==> src/design/pps_pkg.sv <==
`timescale 1ns / 1ps

package pps_pkg;

  // Defaults
  localparam int unsigned SLOTS_DEF = 16;
  localparam logic [9:0] AGE_RESET = 10'd20;

  // Request codes
  localparam logic REQ_LOAD = 1'b0;
  localparam logic REQ_TICK = 1'b1;

  // Engine states
  typedef enum logic [2:0] {
    ST_IDLE,
    ST_SCAN,
    ST_MOD,
    ST_DONE
  } state_t;

  // One request as it travels from the front queue to the engine
  typedef struct packed {
    logic        req_type;
    logic [3:0]  slot;
    logic [15:0] job_id;
    logic [15:0] arrival_time;
    logic [7:0]  start_priority;
    logic [15:0] burst_length;
  } req_t;

  // One result item
  typedef struct packed {
    logic        frame_valid;
    logic [15:0] frame_job;
    logic [15:0] frame_arrival;
    logic [31:0] frame_start;
    logic [31:0] frame_end;
    logic [31:0] frame_length;
    logic        running_valid;
    logic [15:0] running_job;
    logic        all_done;
  } res_t;

  // Remainder unit control
  typedef struct packed {
    logic        start;
    logic [31:0] dividend;
    logic [9:0]  divisor;
  } rem_req_t;

  typedef struct packed {
    logic       done;
    logic [9:0] rem;
  } rem_rsp_t;

endpackage

==> src/design/pps_front.sv <==
`timescale 1ns / 1ps

// Two-entry request queue between the input port and the engine
module pps_front (
  input  logic          clk,
  input  logic          rst_n,
  input  logic          push,
  output logic          full,
  input  pps_pkg::req_t req_in,
  output logic          q_valid,
  input  logic          q_pop,
  output pps_pkg::req_t q_data
);

  pps_pkg::req_t mem_r [2];
  logic          wp_r, rp_r;
  logic [1:0]    cnt_r;
  logic          do_push, do_pop;

  assign full    = (cnt_r == 2'd2);
  assign q_valid = (cnt_r != 2'd0);
  assign q_data  = mem_r[rp_r];
  assign do_push = push && !full;
  assign do_pop  = q_pop && q_valid;

  // Storage
  always_ff @(posedge clk) begin
    if (do_push) begin
      mem_r[wp_r] <= req_in;
    end
  end

  // Pointers and fill count
  always_ff @(posedge clk) begin
    if (!rst_n) begin
      wp_r  <= 1'b0;
      rp_r  <= 1'b0;
      cnt_r <= 2'd0;
    end else begin
      if (do_push) wp_r <= ~wp_r;
      if (do_pop)  rp_r <= ~rp_r;
      cnt_r <= cnt_r + 2'(do_push) - 2'(do_pop);
    end
  end

endmodule

==> src/design/pps_rem.sv <==
`timescale 1ns / 1ps

// 32-bit by 10-bit remainder, four dividend bits per cycle
module pps_rem (
  input  logic              clk,
  input  logic              rst_n,
  input  pps_pkg::rem_req_t req,
  output pps_pkg::rem_rsp_t rsp
);

  logic [31:0] div_r;
  logic [9:0]  den_r;
  logic [9:0]  r_r, r_nxt;
  logic [3:0]  cnt_r;
  logic        done_r;

  // Four restoring steps
  always_comb begin
    logic [10:0] t;
    r_nxt = r_r;
    for (int k = 0; k < 4; k++) begin
      t = {r_nxt, div_r[31-k]};
      if (t >= {1'b0, den_r}) t = t - {1'b0, den_r};
      r_nxt = t[9:0];
    end
  end

  always_ff @(posedge clk) begin
    if (req.start) begin
      div_r <= req.dividend;
      den_r <= req.divisor;
      r_r   <= 10'd0;
    end else if (cnt_r != 4'd0) begin
      div_r <= {div_r[27:0], 4'd0};
      r_r   <= r_nxt;
    end
  end

  always_ff @(posedge clk) begin
    if (!rst_n) begin
      cnt_r  <= 4'd0;
      done_r <= 1'b0;
    end else begin
      done_r <= (cnt_r == 4'd1);
      if (req.start) cnt_r <= 4'd8;
      else if (cnt_r != 4'd0) cnt_r <= cnt_r - 4'd1;
    end
  end

  assign rsp.done = done_r;
  assign rsp.rem  = r_r;

endmodule

==> src/design/pps_back.sv <==
`timescale 1ns / 1ps

// Scheduling engine: job table, per-slot aging and selection scan, result register
module pps_back #(
  parameter int unsigned JOB_SLOTS = pps_pkg::SLOTS_DEF
) (
  input  logic          clk,
  input  logic          rst_n,
  input  logic          cfg_we,
  input  logic [9:0]    cfg_wdata,
  input  logic          q_valid,
  output logic          q_pop,
  input  pps_pkg::req_t q_data,
  output logic          out_valid,
  input  logic          out_pop,
  output pps_pkg::res_t out_data
);

  localparam int unsigned IW = (JOB_SLOTS > 1) ? $clog2(JOB_SLOTS) : 1;

  // Job table
  logic [JOB_SLOTS-1:0] used_r;
  logic [15:0] job_r  [JOB_SLOTS];
  logic [15:0] arr_r  [JOB_SLOTS];
  logic [7:0]  pri_r  [JOB_SLOTS];
  logic [15:0] left_r [JOB_SLOTS];

  logic [9:0]  period_r;
  logic [31:0] now_r;
  logic        cur_v_r;
  logic [IW-1:0] cur_slot_r;
  logic [31:0] began_r;

  pps_pkg::state_t state_r, state_nxt;
  logic [IW-1:0] idx_r;

  // Scan accumulators
  logic          found_r, pending_r;
  logic [IW-1:0] b_slot_r;
  logic [7:0]    b_pri_r;
  logic [15:0]   b_arr_r, b_job_r;
  logic [15:0]   c_job_r, c_arr_r;

  logic          res_v_r;
  pps_pkg::res_t res_r;

  pps_pkg::rem_req_t rq;
  pps_pkg::rem_rsp_t rs;

  pps_rem u_rem (.clk(clk), .rst_n(rst_n), .req(rq), .rsp(rs));

  // Entry under scan
  logic        e_used;
  logic [15:0] e_job, e_arr, e_left;
  logic [7:0]  e_pri, e_pri_aged;
  logic [31:0] e_arr32;
  logic        need_age, eval_en, last, out_free;
  logic        ready, waiting, better, load_ok;
  logic        frame, finished;
  logic        load_en, done_en;
  pps_pkg::res_t res_nxt;

  assign e_used   = used_r[idx_r];
  assign e_job    = job_r[idx_r];
  assign e_arr    = arr_r[idx_r];
  assign e_pri    = pri_r[idx_r];
  assign e_left   = left_r[idx_r];
  assign e_arr32  = {16'd0, e_arr};
  assign need_age = (period_r != 10'd0) && e_used && (now_r > e_arr32);
  assign last     = (idx_r == IW'(JOB_SLOTS - 1));
  assign out_free = !res_v_r || out_pop;
  assign load_ok  = (9'(q_data.slot) < 9'(JOB_SLOTS));

  // Aging and candidate compare
  always_comb begin
    e_pri_aged = e_pri;
    if (state_r == pps_pkg::ST_MOD && rs.rem == 10'd0 && e_pri != 8'd0) begin
      e_pri_aged = e_pri - 8'd1;
    end
    ready   = e_used && (e_left != 16'd0) && (e_arr32 <= now_r);
    waiting = e_used && (e_left != 16'd0) && (e_arr32 > now_r);
    better  = !found_r || (e_pri_aged < b_pri_r) ||
              (e_pri_aged == b_pri_r && e_arr < b_arr_r) ||
              (e_pri_aged == b_pri_r && e_arr == b_arr_r && e_job < b_job_r);
  end

  // Next state and control
  always_comb begin
    state_nxt   = state_r;
    q_pop       = 1'b0;
    rq.start    = 1'b0;
    rq.dividend = now_r - e_arr32;
    rq.divisor  = period_r;
    eval_en     = 1'b0;
    load_en     = 1'b0;
    done_en     = 1'b0;
    unique case (state_r)
      pps_pkg::ST_IDLE: begin
        if (q_valid) begin
          q_pop = 1'b1;
          if (q_data.req_type == pps_pkg::REQ_LOAD) load_en = 1'b1;
          else state_nxt = pps_pkg::ST_SCAN;
        end
      end
      pps_pkg::ST_SCAN: begin
        if (need_age) begin
          rq.start  = 1'b1;
          state_nxt = pps_pkg::ST_MOD;
        end else begin
          eval_en   = 1'b1;
          state_nxt = last ? pps_pkg::ST_DONE : pps_pkg::ST_SCAN;
        end
      end
      pps_pkg::ST_MOD: begin
        if (rs.done) begin
          eval_en   = 1'b1;
          state_nxt = last ? pps_pkg::ST_DONE : pps_pkg::ST_SCAN;
        end
      end
      pps_pkg::ST_DONE: begin
        if (out_free) begin
          done_en   = 1'b1;
          state_nxt = pps_pkg::ST_IDLE;
        end
      end
      default: state_nxt = pps_pkg::ST_IDLE;
    endcase
  end

  // Tick result
  always_comb begin
    finished = !found_r && !pending_r;
    frame    = cur_v_r && (!found_r || b_slot_r != cur_slot_r);
    res_nxt.frame_valid   = frame;
    res_nxt.frame_job     = frame ? c_job_r : 16'd0;
    res_nxt.frame_arrival = frame ? c_arr_r : 16'd0;
    res_nxt.frame_start   = frame ? began_r : 32'd0;
    res_nxt.frame_end     = frame ? now_r : 32'd0;
    res_nxt.frame_length  = frame ? (now_r - began_r) : 32'd0;
    res_nxt.running_valid = found_r;
    res_nxt.running_job   = found_r ? b_job_r : 16'd0;
    res_nxt.all_done      = finished;
  end

  always_ff @(posedge clk) begin
    if (!rst_n) state_r <= pps_pkg::ST_IDLE;
    else state_r <= state_nxt;
  end

  // Table payload
  always_ff @(posedge clk) begin
    if (load_en && load_ok) begin
      job_r[IW'(q_data.slot)]  <= q_data.job_id;
      arr_r[IW'(q_data.slot)]  <= q_data.arrival_time;
      pri_r[IW'(q_data.slot)]  <= q_data.start_priority;
      left_r[IW'(q_data.slot)] <= q_data.burst_length;
    end
    if (eval_en) pri_r[idx_r] <= e_pri_aged;
    if (done_en && found_r) left_r[b_slot_r] <= left_r[b_slot_r] - 16'd1;
  end

  // Scan accumulators
  always_ff @(posedge clk) begin
    if (state_r == pps_pkg::ST_IDLE) begin
      found_r   <= 1'b0;
      pending_r <= 1'b0;
    end else if (eval_en) begin
      if (ready && better) begin
        found_r  <= 1'b1;
        b_slot_r <= idx_r;
        b_pri_r  <= e_pri_aged;
        b_arr_r  <= e_arr;
        b_job_r  <= e_job;
      end
      if (waiting) pending_r <= 1'b1;
      if (idx_r == cur_slot_r) begin
        c_job_r <= e_job;
        c_arr_r <= e_arr;
      end
    end
    if (done_en) res_r <= res_nxt;
  end

  // Control state
  always_ff @(posedge clk) begin
    if (!rst_n) begin
      used_r     <= '0;
      period_r   <= pps_pkg::AGE_RESET;
      now_r      <= 32'd0;
      cur_v_r    <= 1'b0;
      cur_slot_r <= '0;
      began_r    <= 32'd0;
      idx_r      <= '0;
      res_v_r    <= 1'b0;
    end else begin
      if (cfg_we) period_r <= cfg_wdata;
      if (load_en && load_ok) used_r[IW'(q_data.slot)] <= 1'b1;
      if (state_r == pps_pkg::ST_IDLE) idx_r <= '0;
      else if (eval_en && !last) idx_r <= idx_r + IW'(1);
      if (out_pop) res_v_r <= 1'b0;
      if (done_en) begin
        res_v_r <= 1'b1;
        now_r   <= now_r + 32'd1;
        if (frame) cur_v_r <= 1'b0;
        if (found_r && (!cur_v_r || frame)) begin
          cur_v_r    <= 1'b1;
          cur_slot_r <= b_slot_r;
          began_r    <= now_r;
        end
      end
    end
  end

  assign out_valid = res_v_r;
  assign out_data  = res_r;

endmodule

==> src/design/preemptive_priority_aging_scheduler_core.sv <==
`timescale 1ns / 1ps

// Preemptive priority scheduler with aging over a table of JOB_SLOTS job slots.
// Requests enter a two-entry queue (push/full); results leave through a
// one-entry result register (empty/pop), one result per tick request and none
// per load. A tick scans the table one slot per cycle, except that a slot
// whose aging must be tested first waits on the shared remainder unit (four
// dividend bits per cycle). A tick also waits while the previous result has
// not been popped. aging_period resets to 20; zero turns aging off.
module preemptive_priority_aging_scheduler_core #(
  parameter int unsigned JOB_SLOTS = pps_pkg::SLOTS_DEF
) (
  input  logic        clk,
  input  logic        rst_n,
  input  logic        cfg_we,
  input  logic [9:0]  cfg_wdata,
  input  logic        push,
  output logic        full,
  input  logic        in_req_type,
  input  logic [3:0]  in_slot,
  input  logic [15:0] in_job_id,
  input  logic [15:0] in_arrival_time,
  input  logic [7:0]  in_start_priority,
  input  logic [15:0] in_burst_length,
  output logic        empty,
  input  logic        pop,
  output logic        out_frame_valid,
  output logic [15:0] out_frame_job,
  output logic [15:0] out_frame_arrival,
  output logic [31:0] out_frame_start,
  output logic [31:0] out_frame_end,
  output logic [31:0] out_frame_length,
  output logic        out_running_valid,
  output logic [15:0] out_running_job,
  output logic        out_all_done
);

  pps_pkg::req_t req_in, q_data;
  pps_pkg::res_t res;
  logic          q_valid, q_pop, out_valid;

  assign req_in.req_type       = in_req_type;
  assign req_in.slot           = in_slot;
  assign req_in.job_id         = in_job_id;
  assign req_in.arrival_time   = in_arrival_time;
  assign req_in.start_priority = in_start_priority;
  assign req_in.burst_length   = in_burst_length;

  pps_front u_front (
    .clk(clk), .rst_n(rst_n), .push(push), .full(full), .req_in(req_in),
    .q_valid(q_valid), .q_pop(q_pop), .q_data(q_data)
  );

  pps_back #(.JOB_SLOTS(JOB_SLOTS)) u_back (
    .clk(clk), .rst_n(rst_n), .cfg_we(cfg_we), .cfg_wdata(cfg_wdata),
    .q_valid(q_valid), .q_pop(q_pop), .q_data(q_data),
    .out_valid(out_valid), .out_pop(pop), .out_data(res)
  );

  assign empty             = !out_valid;
  assign out_frame_valid   = res.frame_valid;
  assign out_frame_job     = res.frame_job;
  assign out_frame_arrival = res.frame_arrival;
  assign out_frame_start   = res.frame_start;
  assign out_frame_end     = res.frame_end;
  assign out_frame_length  = res.frame_length;
  assign out_running_valid = res.running_valid;
  assign out_running_job   = res.running_job;
  assign out_all_done      = res.all_done;

endmodule

==> config.mk <==
export PLATFORM = sky130hd
export DESIGN_NAME = preemptive_priority_aging_scheduler_core
export DESIGN_NICKNAME = d
export VERILOG_FILES = /design/src/design/pps_pkg.sv /design/src/design/pps_front.sv /design/src/design/pps_rem.sv /design/src/design/pps_back.sv /design/src/design/preemptive_priority_aging_scheduler_core.sv
export SDC_FILE = /design/constraint.sdc
export NUM_CORES = 2
export LEC_CHECK = 0
export ABC_AREA = 1
export ABC_CLOCK_PERIOD_IN_PS = 7400
export BUFFER_PORTS_ARGS = -buffer_cell sky130_fd_sc_hd__buf_2
export CORE_MARGIN = 2
export CORE_UTILIZATION = 35
export CTS_CLUSTER_SIZE = 40
export DETAILED_ROUTE_END_ITERATION = 6
export PLACE_DENSITY = 0.53
export SYNTH_ARGS = -nofsm -noshare
export SYNTH_HDL_FRONTEND = slang
export SYNTH_SLANG_ARGS = --single-unit
==> constraint.sdc <==
create_clock -name clk -period 7.4 [get_ports clk]
set_clock_uncertainty 0.05 [all_clocks]
set_input_delay 1.48 -clock clk [delete_from_list [all_inputs] [get_ports clk]]
set_output_delay 1.48 -clock clk [all_outputs]
set_load 0.005 [all_outputs]
==> impl_metrics.toml <==
[min_path]
worstHoldPathType = "register to register"
min_path_cells = 1
hp-start = "u_front.rp_r"

[clocking]
cts_max_path_buffers = 3
root_buffer = "clkbuf_16"
insertion_delay_ps = 830
cts_sinks = 1415
cts_tree = "built"
htree_levels = 4
clkTransAtPathRegs_ps = 60
cts_made_buffers = 156

[worst_setup_path]
path_max_fanout = 9
cp_slowest_cell = "edfxtp_1"
critical-path-top-delay-family = "simple AND/OR/NAND/NOR gates"
worst_setup_path_end_kind = "register"
path_class = "register to register"
crit_arrival_ps = 7520
required_ps = 8090
r2r-end = "u_back.u_rem.r_r[3]"
regToRegSetupSlack_ps = 570
cp_slowest_stage_delay_ps = 390
r2r_start = "u_back.u_rem.den_r[2]"
critPathLaunchType = "register"
crit_path_frequent_cell = "nand2_1"
path_buf_inv = 10
r2r_cells = 51

[timing]
fin_setup_tns_ps = 0
finalSetupViolCount = 0
setup_ws_ps = 568
max-slew-margin-rel_pct = 18.0
maxSlewViolCount = 0
grt_setup_unrepaired = "no"
period_minus_slack_ps = 6830
timing.final.crit_share_pct = 92.3
worst_pin_slew_ps = 1220
max_freq_mhz = 146
hold_viol_final = 0

[route]
ant_nets = 0
vias = 42900
drc_errors = 0
routed_wl_um = 177000
viasPerCell = 5.12
drtIter0Drc = 3691
routedWlPerCell_um = 21.2
firstDrtPassIters = 5

[die]
die_w_um = 425
ioPinCount = 225
start_util_pct = 35.2
die_h_um = 425
rows = 154
core_um2 = 176000
fp.dieArea_um2 = 181000

[final_layout]
design_area_um2 = 71700
drive_gt1_share_pct = 12.6
syn2layout_area_growth_pct = 15.4
final_util_pct = 40.7
nets = 6123
fillers = 16900

[yosys]
netlist_area_um2 = 62100
synth.avg_cell_area_um2 = 11.1
synth-seq-cells = 1415
synth_cells = 5588
synth_fp_nets = 5810
synth_area_leaders = "edfxtp_1 (62%), nand2_1 (4.6%), o21ai_0 (4.4%), dfxtp_1 (4.3%), nor2_1 (4.2%)"
yosys.area.top_type_share_pct = 62.0
yosysSeqAreaShare_pct = 66.3
synth_cell_types = 59
synth_edf_count = 1283
async_flop_share_pct = 0
synth_area_leader_cell = "edfxtp_1"
yosysWarnings = 0
synthFlopType = "edfxtp_1"

[grt]
antenna_found_initial = 11
track_usage_pct = 19.3
overflow = 0
grt_max_degree = 138
grt_pass1_wl_um = 263000
grt_pass1_vias = 41300

[place]
placed_area_um2 = 66600
place.gp.congestion = 0.881
place_ws_ps = 124
port_buffers = 224
dp_hpwl_um = 112000

[power_and_ir_drop]
power.density_nw_per_um2 = 381
p_leak_nw = 27.0
ir_worst_vdd_mv = 0.649

[job]
cap_violations = 0

[status]
status = "finished, final reports clean"
==> flip-flops by register name, indices dropped and copies added (netlist names), 16 cells and up, named ones only <==
name / flops
u_back.c_job_r: 16
u_back.now_r: 32
u_front.mem_r: 122
u_back.job_r: 256
u_back.left_r: 256
u_back.used_r: 16
u_back.u_rem.div_r: 32
u_back.b_arr_r: 16
u_back.b_job_r: 16
u_back.arr_r: 256
u_back.pri_r: 128
u_back.out_data: 147
u_back.c_arr_r: 16
u_back.began_r: 32
==> worst max path at each step <==
stage	cells after the start	slack [ps]	to	from
floorplan	48	770	u_back.u_rem.r_r[1]	u_back.u_rem.den_r[1]
global placement	46	30	u_back.u_rem.r_r[5]	u_back.u_rem.den_r[2]
detailed placement	44	120	u_back.u_rem.r_r[8]	u_back.u_rem.den_r[4]
CTS	46	40	u_back.u_rem.r_r[8]	u_back.u_rem.den_r[2]
global route	51	7	u_back.u_rem.r_r[8]	u_back.u_rem.den_r[2]
finish	51	570	u_back.u_rem.r_r[3]	u_back.u_rem.den_r[2]
==> cell type report <==
class / count / area (µm²) / share of cell area, %
multi-input cells: 3352 / 17900 / 24.9
diodes: 2 / 5.00 / 0.00698
clock inverters: 74 / 717 / 1.00
inverters: 559 / 2120 / 2.95
repair buffers: 417 / 2640 / 3.68
flip-flops and latches: 1415 / 41200 / 57.4
well taps: 2340 / 2930 / 4.08
clock buffers: 212 / 4240 / 5.91
==> cells by family (layout without fill, tap and decap cells) <==
| logic type | count (synthesis) | count (layout) | synth area share [%] |
|---|---|---|---|
| and+or+nand+nor | 1912 | 1913 | 12.8 |
| DFF | 1415 | 1415 | 66.3 |
| AOI/OAI and AO/OA | 1187 | 1187 | 11.1 |
| buffers and inverters | 822 | 1262 | 5.26 |
| adders and majority gates | 146 | 146 | 3.01 |
| xor gates and xnor gates | 87 | 87 | 1.23 |
| muxes | 19 | 19 | 0.306 |
| other | 0 | 2 | 0 |
==> placed cells by master (no fill, tap or decap), types with 6 or more instances in the layout <==
cell type	count
clkinv_16	7
nand2_1	749
xnor2_1	29
or2_2	15
a31oi_1	9
a21oi_2	8
nor2_1	695
nor3_1	69
o21a_1	14
a21oi_1	271
clkinv_1	20
ha_1	134
clkbuf_1	47
nand2_2	9
clkinv_2	31
xor2_1	58
inv_1	514
inv_6	6
nand3_1	264
fa_1	6
clkbuf_8	6
inv_2	38
o221ai_1	106
nand4_1	51
edfxtp_1	1283
o22ai_1	33
nor4_1	29
o21ai_1	27
buf_2	224
clkbuf_16	159
mux2i_1	19
dfxtp_1	125
o211ai_1	134
dfxtp_4	6
o21ai_0	542
buf_4	187
==> cell usage after synthesis (all sizes together), types with 5 or more instances <==
master  instances
edfxtp       1283
nand2         760
nor2          702
o21ai         574
inv           556
a21oi         279
nand3         268
clkbuf        161
ha            140
o211ai        134
dfxtp         132
o221ai        106
buf           102
nor3           74
xor2           58
nand4          51
o22ai          33
nor4           29
xnor2          29
mux2i          19
or2            16
o21a           15
a31oi          11
fa              6
nand3b          6
nor3b           5
o31ai           5
==> where the power goes <==
part	switching, W	total (W)	internal (W)
Clock	0.00329	0.00753	0.00424
Sequential	0.000174	0.0102	0.0100
Combinational	0.00577	0.00956	0.00379
Total	0.00924	0.0273	0.0181
==> repair_timing <==
item	in CTS	in global routing
setup buffers	0	1
setup endpoints to repair	0	10
hold buffers	0	0
gates resized for setup	0	38
==> stage by stage <==
| stage | instances | hold slack, ps | total power [W] |
|---|---|---|---|
| 2_1_floorplan | 5588 | 375 | 0.0158 |
| 3_3_place_gp | 8081 | 375 | 0.0194 |
| 3_5_place_dp | 8081 | 386 | 0.0195 |
| 4_1_cts | 8367 | 394 | 0.0270 |
| 5_1_grt | 8370 | 430 | 0.0290 |
| 6_report | 8371 | 393 | 0.0273 |
==> routing by layer <==
layer / up-vias / GRT usage [%] / wire (µm)
li1: 20400 / - / -
met1: 21000 / 26.2 / 78800
met2: 1214 / 31.9 / 84300
met3: 261 / 2.82 / 9260
met4: 0 / 5.66 / 4820
met5: - / 0 / 0
No activity file was read; power rests on OpenSTA's default activity.
